File: src/rtl/htn_pkg.sv
// ----------------------------------------------------------------------------
// htn_pkg: shared types and constants of the height to normal map block
// Sizes, register indexes, state and command codes used by all but htn_ram.
// ----------------------------------------------------------------------------
package htn_pkg;

  localparam int MAX_WIDTH   = 1024;
  localparam int MAX_ROWS    = 1024;
  localparam int COL_W       = $clog2(MAX_WIDTH);
  localparam int ROW_W       = $clog2(MAX_ROWS);
  localparam int ADDR_W      = COL_W + 1;
  localparam int STORE_DEPTH = 2 * MAX_WIDTH;
  localparam int DIM_W       = 11;
  localparam int GAIN_W      = 8;
  localparam int SAMPLE_W    = 8;
  localparam int CFG_IDX_W   = 2;
  localparam int CFG_DATA_W  = 11;

  localparam logic [CFG_IDX_W-1:0] REG_WIDTH = 2'd0;
  localparam logic [CFG_IDX_W-1:0] REG_ROWS  = 2'd1;
  localparam logic [CFG_IDX_W-1:0] REG_GAIN  = 2'd2;

  localparam logic [DIM_W-1:0]  RESET_WIDTH = 11'd256;
  localparam logic [DIM_W-1:0]  RESET_ROWS  = 11'd256;
  localparam logic [GAIN_W-1:0] RESET_GAIN  = 8'd16;

  localparam logic [16:0] PACK_SCALE = 17'd65025;
  localparam logic [15:0] Z_TERM     = 16'd16;

  localparam logic [1:0] COMP_X = 2'd0;
  localparam logic [1:0] COMP_Y = 2'd1;
  localparam logic [1:0] COMP_Z = 2'd2;

  localparam logic [1:0] SLOT_PC = 2'd0;
  localparam logic [1:0] SLOT_PL = 2'd1;
  localparam logic [1:0] SLOT_PR = 2'd2;
  localparam logic [1:0] SLOT_QC = 2'd3;
  localparam logic [2:0] READ_LAST = 3'd4;

  typedef enum logic [3:0] {
    OP_NONE, OP_LOAD, OP_READ, OP_XM, OP_YM, OP_XX, OP_YY,
    OP_NN, OP_RHS, OP_AA, OP_LHS, OP_CMP, OP_UPD
  } op_t;

  typedef enum logic [1:0] {
    EM_NONE, EM_UPPER, EM_PREV, EM_FINAL
  } emit_t;

  typedef enum logic [3:0] {
    ST_IDLE, ST_READ, ST_XM, ST_YM, ST_XX, ST_YY, ST_NN,
    ST_RHS, ST_AA, ST_LHS, ST_CMP, ST_OUT, ST_UPD
  } state_t;

  typedef struct packed {
    op_t        op;
    emit_t      emit;
    logic [1:0] comp;
    logic [2:0] bitx;
    logic [2:0] rd_step;
  } cmd_t;

  typedef struct packed {
    logic en_upper;
    logic en_prev;
    logic en_final;
  } status_t;

endpackage

File: src/rtl/htn_ctrl.sv
// ----------------------------------------------------------------------------
// htn_ctrl: sequencer of the height to normal map block
// Steps each sample through line store reads, the shared multiplier
// sequence of every result, the output handshake and the state update.
// ----------------------------------------------------------------------------
module htn_ctrl (
  input  logic             clk,
  input  logic             rst,
  input  logic             in_valid,
  output logic             in_ready,
  output logic             out_valid,
  input  logic             out_ready,
  output logic             last_of_run,
  output logic             end_of_image,
  input  htn_pkg::status_t status,
  output htn_pkg::cmd_t    cmd
);

  htn_pkg::state_t state, state_next;
  htn_pkg::emit_t  emit, emit_next;
  logic [1:0]      comp, comp_next;
  logic [2:0]      bitx, bitx_next;
  logic [2:0]      rd_step, rd_step_next;
  htn_pkg::emit_t  first_emit, after_emit;

  function automatic htn_pkg::emit_t next_emit(htn_pkg::emit_t cur, htn_pkg::status_t st);
    htn_pkg::emit_t nx;
    nx = htn_pkg::EM_NONE;
    unique case (cur)
      htn_pkg::EM_NONE: begin
        if (st.en_upper) nx = htn_pkg::EM_UPPER;
        else if (st.en_prev) nx = htn_pkg::EM_PREV;
        else if (st.en_final) nx = htn_pkg::EM_FINAL;
      end
      htn_pkg::EM_UPPER: begin
        if (st.en_prev) nx = htn_pkg::EM_PREV;
        else if (st.en_final) nx = htn_pkg::EM_FINAL;
      end
      htn_pkg::EM_PREV: begin
        if (st.en_final) nx = htn_pkg::EM_FINAL;
      end
      htn_pkg::EM_FINAL: nx = htn_pkg::EM_NONE;
      default: nx = htn_pkg::EM_NONE;
    endcase
    return nx;
  endfunction

  always_ff @(posedge clk) begin
    if (rst) begin
      state   <= htn_pkg::ST_IDLE;
      emit    <= htn_pkg::EM_NONE;
      comp    <= htn_pkg::COMP_X;
      bitx    <= 3'd0;
      rd_step <= 3'd0;
    end else begin
      state   <= state_next;
      emit    <= emit_next;
      comp    <= comp_next;
      bitx    <= bitx_next;
      rd_step <= rd_step_next;
    end
  end

  assign first_emit   = next_emit(htn_pkg::EM_NONE, status);
  assign after_emit   = next_emit(emit, status);
  assign last_of_run  = (after_emit == htn_pkg::EM_NONE);
  assign end_of_image = (emit == htn_pkg::EM_FINAL);

  always_comb begin
    state_next   = state;
    emit_next    = emit;
    comp_next    = comp;
    bitx_next    = bitx;
    rd_step_next = rd_step;
    in_ready     = 1'b0;
    out_valid    = 1'b0;
    cmd.op       = htn_pkg::OP_NONE;
    cmd.emit     = emit;
    cmd.comp     = comp;
    cmd.bitx     = bitx;
    cmd.rd_step  = rd_step;
    unique case (state)
      htn_pkg::ST_IDLE: begin
        in_ready = 1'b1;
        if (in_valid) begin
          cmd.op       = htn_pkg::OP_LOAD;
          rd_step_next = 3'd0;
          state_next   = htn_pkg::ST_READ;
        end
      end
      htn_pkg::ST_READ: begin
        cmd.op = htn_pkg::OP_READ;
        if (rd_step == htn_pkg::READ_LAST) begin
          emit_next  = first_emit;
          state_next = (first_emit == htn_pkg::EM_NONE) ? htn_pkg::ST_UPD : htn_pkg::ST_XM;
        end else begin
          rd_step_next = rd_step + 3'd1;
        end
      end
      htn_pkg::ST_XM: begin
        cmd.op     = htn_pkg::OP_XM;
        state_next = htn_pkg::ST_YM;
      end
      htn_pkg::ST_YM: begin
        cmd.op     = htn_pkg::OP_YM;
        state_next = htn_pkg::ST_XX;
      end
      htn_pkg::ST_XX: begin
        cmd.op     = htn_pkg::OP_XX;
        state_next = htn_pkg::ST_YY;
      end
      htn_pkg::ST_YY: begin
        cmd.op     = htn_pkg::OP_YY;
        comp_next  = htn_pkg::COMP_X;
        state_next = htn_pkg::ST_NN;
      end
      htn_pkg::ST_NN: begin
        cmd.op     = htn_pkg::OP_NN;
        bitx_next  = 3'd7;
        state_next = htn_pkg::ST_RHS;
      end
      htn_pkg::ST_RHS: begin
        cmd.op     = htn_pkg::OP_RHS;
        state_next = htn_pkg::ST_AA;
      end
      htn_pkg::ST_AA: begin
        cmd.op     = htn_pkg::OP_AA;
        state_next = htn_pkg::ST_LHS;
      end
      htn_pkg::ST_LHS: begin
        cmd.op     = htn_pkg::OP_LHS;
        state_next = htn_pkg::ST_CMP;
      end
      htn_pkg::ST_CMP: begin
        cmd.op = htn_pkg::OP_CMP;
        if (bitx == 3'd0) begin
          if (comp == htn_pkg::COMP_Z) begin
            state_next = htn_pkg::ST_OUT;
          end else begin
            comp_next  = comp + 2'd1;
            state_next = htn_pkg::ST_NN;
          end
        end else begin
          bitx_next  = bitx - 3'd1;
          state_next = htn_pkg::ST_AA;
        end
      end
      htn_pkg::ST_OUT: begin
        out_valid = 1'b1;
        if (out_ready) begin
          emit_next  = after_emit;
          state_next = (after_emit == htn_pkg::EM_NONE) ? htn_pkg::ST_UPD : htn_pkg::ST_XM;
        end
      end
      htn_pkg::ST_UPD: begin
        cmd.op     = htn_pkg::OP_UPD;
        state_next = htn_pkg::ST_IDLE;
      end
      default: state_next = htn_pkg::ST_IDLE;
    endcase
  end

endmodule

File: config.mk
export PLATFORM = sky130hd
export DESIGN_NAME = htn_ctrl
export DESIGN_NICKNAME = d
export VERILOG_FILES = /design/src/rtl/htn_pkg.sv /design/src/rtl/htn_ctrl.sv
export SDC_FILE = /design/constraint.sdc
export NUM_CORES = 1
export LEC_CHECK = 0
export BUFFER_PORTS_ARGS = -buffer_cell sky130_fd_sc_hd__buf_2
export CAP_MARGIN = 0
export CORE_ASPECT_RATIO = 1.1
export CORE_MARGIN = 2
export CORE_UTILIZATION = 47
export DETAILED_ROUTE_END_ITERATION = 8
export HOLD_SLACK_MARGIN = 0.12
export PLACE_DENSITY = 0.73
export SYNTH_ARGS = -nofsm -noshare
export SYNTH_HDL_FRONTEND = slang
export SYNTH_SLANG_ARGS = --single-unit
File: constraint.sdc
create_clock -name clk -period 1.45 [get_ports clk]
set_input_delay 0.0725 -clock clk [delete_from_list [all_inputs] [get_ports clk]]
set_output_delay 0.0725 -clock clk [all_outputs]
set_load 0.01 [all_outputs]
# Word level (Yosys, flattened, before mapping)

Cells that the tools add are included.

$add $sub $neg: 3
Multiply operators: 0
Div/mod/pow operators: 0
Magnitude comparators: 0
Equal/unequal tests: 24
Shift operators: 0
Muxes and demuxes: 27
Bitwise operators: 0
Reduce and logical (&&, ||, !) cells: 14

Operator list:

| operator              | number |
|---|---|
| $pmux W4 S12          | 2 |
| $mux W4               | 7 |
| $eq A4 B4 Y1 const B  | 5 |
| $eq A4 B3 Y1 const B  | 4 |
| $mux W2               | 7 |
| $ne A2 B2 Y1 const B  | 7 |
| $pmux W3 S2           | 2 |
| $reduce_and A3 Y1     | 4 |
| $mux W3               | 3 |
| $eq A4 B2 Y1 const B  | 2 |
| $pmux W2 S2           | 2 |
| $pmux W2 S4           | 1 |
| $reduce_bool A2 Y1    | 4 |
| $eq A2 B2 Y1 const B  | 3 |
| $logic_not A2 Y1      | 3 |
| $eq A4 B1 Y1 const B  | 1 |
| $logic_not A4 Y1      | 1 |
| $add A3 B1 Y3 const B | 1 |
| $eq A3 B3 Y1 const B  | 1 |
| $logic_not A3 Y1      | 1 |
| $mux W1               | 3 |
| $sub A3 B1 Y3 const B | 1 |
| $add A2 B1 Y2 const B | 1 |
| $eq A2 B1 Y1 const B  | 1 |
| $reduce_and A2 Y1     | 1 |

Bits in registers: 14
Latch bits: 0
Memory bits (writable): 0
Bits in read-only memories: 0
Bits of input ports: 7
Output and inout port bits: 18
Logic and storage cells: 73
Memories kept: 0

# Depth between registers and ports, before layout

Gate-level depths: netlist of the first run.

Depth in word-level cells: 8
Gate-level depth with buffers: 7
Gate-level depth less buffers: 7

# Worst setup path after synthesis of the first run

Ideal clock, no wire load.

Path kind: register -> register
Start: register bitx[0]
End: register comp[1]
Library setup time: 0.071 ns
Data arrival time: 1.468 ns
Data required time: 1.379 ns
Slack: -0.088 ns
Cell stages (with the launch flop): 8
Buffers on the path: 0
Clock period less this slack: 1.538 ns
Cells stage by stage: dfxtp_1 > inv_1 > ha_1 > nor2b_1 > nor3b_2 > a31oi_1 > or3_1 > a21oi_1

Word-level cells in the longest chain between the ends: 3

RTL lines:

| what                        | line            | text |
|---|---|---|
| start, declared             | htn_ctrl.sv:22  | `logic [2:0] bitx, bitx_next;` |
| start signal, assigned      | htn_ctrl.sv:59  | `bitx <= bitx_next;` |
| $logic_not A3 Y1            | htn_ctrl.sv:136 | `if (bitx == 3'd0) begin` |
| $ne A2 B2 Y1 (no line)      | -               |  |
| $reduce_and A3 Y1 (no line) | -               |  |
| end signal, assigned        | htn_ctrl.sv:52  | `comp <= htn_pkg::COMP_X;` |
| end signal, assigned        | htn_ctrl.sv:58  | `comp <= comp_next;` |
| end, declared               | htn_ctrl.sv:21  | `logic [1:0] comp, comp_next;` |

Every way passes these cells.
A chain may end at the register's enable or synchronous reset.

==> results of run 1 <==
-- routing by layer --
metal	track usage (%)	part of all wire, %
met1	28.00	38
met2	47.15	56
met3	4.138	5.1
met4	10.36	1.4
met5	0	0
-- state kept, by name (all words and copies together) (netlist names) --
name,flops
comp,2
rd_step,3
state,4
bitx,3
emit,2
-- report_power, final --
part | internal, mW | switching (mW)
clock network | 0.0966 | 0.134
registers | 0.397 | 0.0150
logic | 0.187 | 0.193
-- logic make-up (layout without fill, tap and decap cells) --
group | count (synthesis) | after routing | share of synthesized area, %
xor+xnor | 2 | 2 | 1.739
flops | 14 | 14 | 27.83
simple gates | 52 | 52 | 27.95
fa+ha+maj | 5 | 5 | 6.211
compound gates | 45 | 45 | 28.82
mux | 1 | 1 | 0.9938
buf+inv | 17 | 74 | 6.459
-- path summary, 6_finish.rpt --
path / endpoint / slack [ns] / cells after the start
max: cmd[10] / -0.08 / 5
min: rd_step[0]$_SDFFE_PP0P_ / 0.15 / 2
max reg2reg: comp[1]$_SDFFE_PP0P_ / -0.07 / 7
min reg2reg: bitx[0]$_SDFFE_PP0P_ / 0.54 / 2
-- final cells by class --
cell class                 count  area share [%]
timing repair buffer          60           26.22
clock buffer                   3           1.413
multi-input combinational    105           48.74
tap                           28           2.198
sequential                    14           18.68
inverter                      11           2.747
-- Yosys cell counts (all sizes together) --
master / count / area (sq um)
a211oi: 6 / 45.04
a21o: 1 / 7.510
a21oi: 9 / 45.04
a221oi: 1 / 8.760
a22oi: 1 / 7.510
a31oi: 3 / 18.77
a32o: 1 / 10.01
a32oi: 1 / 8.760
and2: 2 / 12.51
buf: 1 / 5.000
clkbuf: 5 / 18.77
dfxtp: 14 / 280.3
ha: 5 / 62.56
inv: 11 / 41.29
mux2i: 1 / 10.01
nand2: 8 / 30.03
nand2b: 1 / 6.260
nand3: 3 / 15.01
nand4: 2 / 12.51
nand4b: 1 / 8.760
nand4bb: 1 / 16.27
nor2: 15 / 56.30
nor2b: 4 / 25.02
nor3: 7 / 40.04
nor3b: 3 / 27.52
nor4: 1 / 6.260
o21a: 2 / 15.01
o21ai: 12 / 60.05
o22a: 2 / 17.52
o22ai: 2 / 12.51
o2bb2ai: 1 / 8.760
o311ai: 1 / 8.760
o31ai: 1 / 7.510
o32ai: 1 / 8.760
or3: 4 / 25.02
xnor2: 1 / 8.760
xor2: 1 / 8.760
-- critical path: stages (launching register included) --
cell	delay [ns]
dfxtp_4	0.38
or3_4	0.37
buf_6	0.14
nor2_4	0.08
nor3_1	0.05
buf_2	0.14
-- through the flow --
stage	instance area (sq um)	setup TNS, ns
5_1_grt	1594	-0.9785
2_1_floorplan	1025	-0.02874
4_1_cts	1508	-0.1434
6_report	1594	-0.2427
3_3_place_gp	1336	-0.07011
3_5_place_dp	1336	-0.2805
-- repair_timing --
action / CTS / global route
setup endpoints to repair: 13 / 17
hold endpoints to repair: 2 / 0
pin swaps: 3 / 5
hold buffers: 1 / 0
gates resized for setup: 28 / 15
setup buffers: 6 / 5
==> impl_metrics.yaml, run 1 <==
outcome:
  run_status: "finished with violations"
  violations: "setup timing"
placement:
  place_ws_ns: -0.1329
  io_buffers: 24
  dp.cells: 206
  place.gp.congestion: 0.7697
  dp_hpwl_mm: 2.137
route:
  first_pass_iters: 4
  drt-wirelength-per-cell_um: 13.67
  wirelength_mm: 3.020
  ant_nets: 0
  drc_errors: 0
  avgViaCountPerCell: 5.697
  via_count: 1259
  drt_iter0_markers: 26
grt:
  grt_pass1_vias: 1148
  antenna_found_initial: 0
  grt_max_degree: 16
  overflow: 0
  grt_pass1_wl_mm: 4.754
  track_usage_pct: 25.91
die:
  start_util_pct: 49.85
  coreArea_sq_mm: 0.002021
  die_y_um: 52.55
  fp.dieArea_sq_mm: 0.002530
  die_w_um: 48.14
  fp-row-count: 17
  ios: 25
power:
  peakVddDrop_v: 0.0005510
  power_mw: 1.024
  power_density_mw_per_mm2: 642.2
  p_leak_nw: 0.7158
cells_and_area:
  instances_no_fill: 221
  final_cell_mix: "buf_4, buf_2, nor2_1"
  register_area_sq_um: 297.8
  diodes: 0
  multi_input_area_sq_um: 777.0
  final_util_pct: 78.89
  n_fill_cell: 159
  num-nets-final: 207
  drive_above_1_share_pct: 49.22
  mostFrequentLayoutCell: "buf_4"
  area_growth_syn_to_layout_pct: 58.26
worst_setup_path:
  cp-start-kind: "flip-flop"
  cp-startpoint: "state[3]$_SDFFE_PP0P_"
  cp.arrival_ns: 1.45
  cp.required_ns: 1.38
  r2r-start: "bitx[0]$_SDFFE_PP0P_"
  critical_path_class: "flip-flop to output port"
  critPathMaxFanout: 5
  crit_path_end_kind: "output port"
timing:
  fin_hold_ws_ns: 0.1459
  finalWorstPathRequiredPeriod_ns: 1.526
  setup_viol: 6
  maxSlewHeadroom_pct: 77.75
  finalWorstSetupSlack_ns: -0.07603
  slew_viol_final: 0
  worst_pin_slew_ns: 0.3296
  report.final.hold_viol_count: 0
  rsz0062_at_grt: "yes"
  fin_crit_sh_pct: 105.2
  fmax_ghz: 0.6553
  skew_ns: 0.001143
logic_synthesis:
  synthesis.nets: 148
  synth_cell_types: 41
  syn_avg_cell_area_sq_um: 7.406
  syn-cell-area_sq_mm: 0.001007
  yosysSeqAreaShare_pct: 27.83
  synth_cells: 136
  synth-warning-count: 0
  synth-seq-cells: 14
run:
  maxCapViolCount: 0
clock_tree:
  cts_sinks: 14
  cts_tree: "built"
  path_clk_slew_ns: 0.09
  cts_buffer_depth: 2
  cts_buffers: 3
  clk_latency_ns: 0.29
  cts-htree-levels: 1
  root_buffer: "clkbuf_4"
worst_hold_path:
  hp-class: "primary input to flip-flop"
  hold_path_startpoint: "rst"
Power figures use the tool's default switching activity.
==> run 2: changes to the inputs <==
CORE_UTILIZATION = 45   (was 47)
PLACE_DENSITY = 0.7   (was 0.73)
==> run 2 against run 1 <==
Effect of this change: sequential cell count unchanged; maximum frequency down 1.8%; die area up 4.1%; worst setup slack worse by 0.029 ns; hold slack better by 0.014 ns; first-iteration DRC count down 3.8%; total power up 9.8%; critical path type unchanged; final cell count down 1.4%; the flow still finishes with violations (setup timing).
==> impl_metrics.yaml, run 2 (same netlist as run 1, synthesis figures left out) <==
clock_tree:
  cts_buffer_depth: 2
  cts_buffers: 3
  clk_latency_ns: 0.29
  root_buffer: "clkbuf_4"
  path_clk_slew_ns: 0.09
  cts_tree: "built"
  cts-htree-levels: 1
  cts_sinks: 14
placement:
  dp.cells: 208
  dpl-instance-area_sq_mm: 0.001351
  place.gp.congestion: 0.7929
  dp_hpwl_mm: 2.015
  place_ws_ns: -0.08348
  io_buffers: 24
worst_setup_path:
  cp.arrival_ns: 1.48
  cp_cell_sequence: "or3_4, buf_6, nor2_4, nor3_2, buf_2"
  cp-start-kind: "flip-flop"
  critical_path.top_delay_family: "simple AND/OR/NAND/NOR gates"
  critPathBufInv: 2
  cp.required_ns: 1.38
  worst_path_max_delay_cell: "or3_4"
  critical_path_class: "flip-flop to output port"
  crit_path_end_kind: "output port"
  critPathMaxFanout: 4
  critPathMaxStageDelay_ns: 0.40
cells_and_area:
  final_cell_mix: "buf_4, buf_2, nor2_1"
  stdcell_area_sq_mm: 0.001668
  mostFrequentLayoutCell: "buf_4"
  largestRegisters: "state: 4 flops, bitx: 3 flops, rd_step: 3 flops"
  num-nets-final: 203
  drive_above_1_share_pct: 53.16
  diodes: 0
  instances_no_fill: 218
  top_register: "state"
  largest_reg_flops: 4
  n_fill_cell: 144
  area_growth_syn_to_layout_pct: 65.59
grt:
  grt_pass1_wl_mm: 5.057
  antenna_found_initial: 0
  grt_max_degree: 22
  overflow: 0
  grt_pass1_vias: 1207
  track_usage_pct: 24.91
route:
  ant_nets: 0
  via_count: 1290
  avgViaCountPerCell: 5.917
  drt-wirelength-per-cell_um: 15.48
  first_pass_iters: 4
  drc_errors: 0
  drt_iter0_markers: 25
  wirelength_mm: 3.374
power:
  pwr-share-clk_pct: 26.5
  power_density_mw_per_mm2: 674.1
  peakVddDrop_v: 0.0005522
  switching_power_uw: 378.2
  power_mw: 1.124
  p_sw_share_pct: 33.64
  combPwrFrac_pct: 36.4
  intPower_uw: 746.2
  seq_power_share_pct: 37.1
  p_leak_nw: 0.7160
die:
  fp.dieArea_sq_mm: 0.002633
  fp-row-count: 17
  die_y_um: 53.62
  start_util_pct: 48.82
  ios: 25
  die_w_um: 49.11
  coreArea_sq_mm: 0.002063
timing:
  maxSlewHeadroom_pct: 76.31
  setup_viol: 8
  finalWorstPathRequiredPeriod_ns: 1.555
  finalWorstSetupSlack_ns: -0.1047
  rsz0062_at_grt: "yes"
  fin_hold_ws_ns: 0.1596
  report.final.hold_viol_count: 0
  slew_viol_final: 0
  fmax_ghz: 0.6432
  fin_crit_sh_pct: 107.2
  worst_pin_slew_ns: 0.3526
  skew_ns: 0.002804
outcome:
  run_status: "finished with violations"
  violations: "setup timing"
worst_hold_path:
  hp-class: "primary input to flip-flop"
run:
  maxCapViolCount: 0
==> run 2: cell types whose count changed in the layout (fill, tap and decap cells not counted), sizes merged <==
cell	previous run	this run
buf	59	55
clkbuf	3	4
==> run 2: final cells by class <==
cell class	count	area, sq um	area share (%)
Clock buffer	4	36.28	2.176
Tap cell	28	35.03	2.101
Sequential cell	14	299.0	17.93
Timing Repair Buffer	56	410.4	24.61
Inverter	11	41.29	2.476
Multi-Input combinational cell	105	845.8	50.71
==> run 2: worst paths after layout <==
kind / cells past startpoint / endpoint / from / slack [ns]
worst max-delay path: 5 / cmd[10] / state[3]$_SDFFE_PP0P_ / -0.10
worst min-delay path: 2 / comp[0]$_SDFFE_PP0P_ / rst / 0.16
worst max register to register: 6 / emit[1]$_SDFFE_PP0P_ / state[3]$_SDFFE_PP0P_ / -0.04
worst min register to register: 2 / bitx[0]$_SDFFE_PP0P_ / bitx[0]$_SDFFE_PP0P_ / 0.54
==> run 2: power groups by stage <==
stage	sequential, mW	combinational (mW)	clock [mW]
finish	0.417	0.410	0.298
global route	0.419	0.444	0.319
CTS	0.414	0.351	0.298
detailed placement	0.421	0.304	0
global placement	0.420	0.297	0
floorplan	0.426	0.171	0
==> run 2: what timing repair did <==
action,4_1_cts,5_1_grt
resized for setup,24,36
buffers inserted,4,3
setup endpoints to repair,13,19
endpoints found under the hold margin,2,0
cloned,0,0
hold buffers,1,0
pin swaps,5,12
==> run 2: per-layer routing <==
| layer | track usage (%) | vias to the layer above | share of wire [%] |
|---|---|---|---|
| met2 | 49.77 | 49 | 53 |
| li1 | - | 611 | - |
| met5 | 0 | - | 0 |
| met4 | 15.71 | 0 | 4.1 |
| met1 | 25.00 | 618 | 38 |
| met3 | 2.778 | 12 | 4.8 |
==> run 2: per-stage QoR <==
step / utilization [%] / setup TNS [ns]
after floorplan: - / -0.02874
after global placement: 65.49 / -0.08033
after detailed placement: 65.49 / -0.1944
after CTS: 73.62 / -0.1051
after global routing: 80.84 / -1.190
final: 80.84 / -0.3142
==> run 2: worst reg2reg max path: stages (launching register included) <==
cell	delay (ns)
dfxtp_4	0.37
buf_6	0.12
nand4b_1	0.20
inv_2	0.15
a32oi_4	0.26
a211oi_2	0.08
a32o_1	0.20
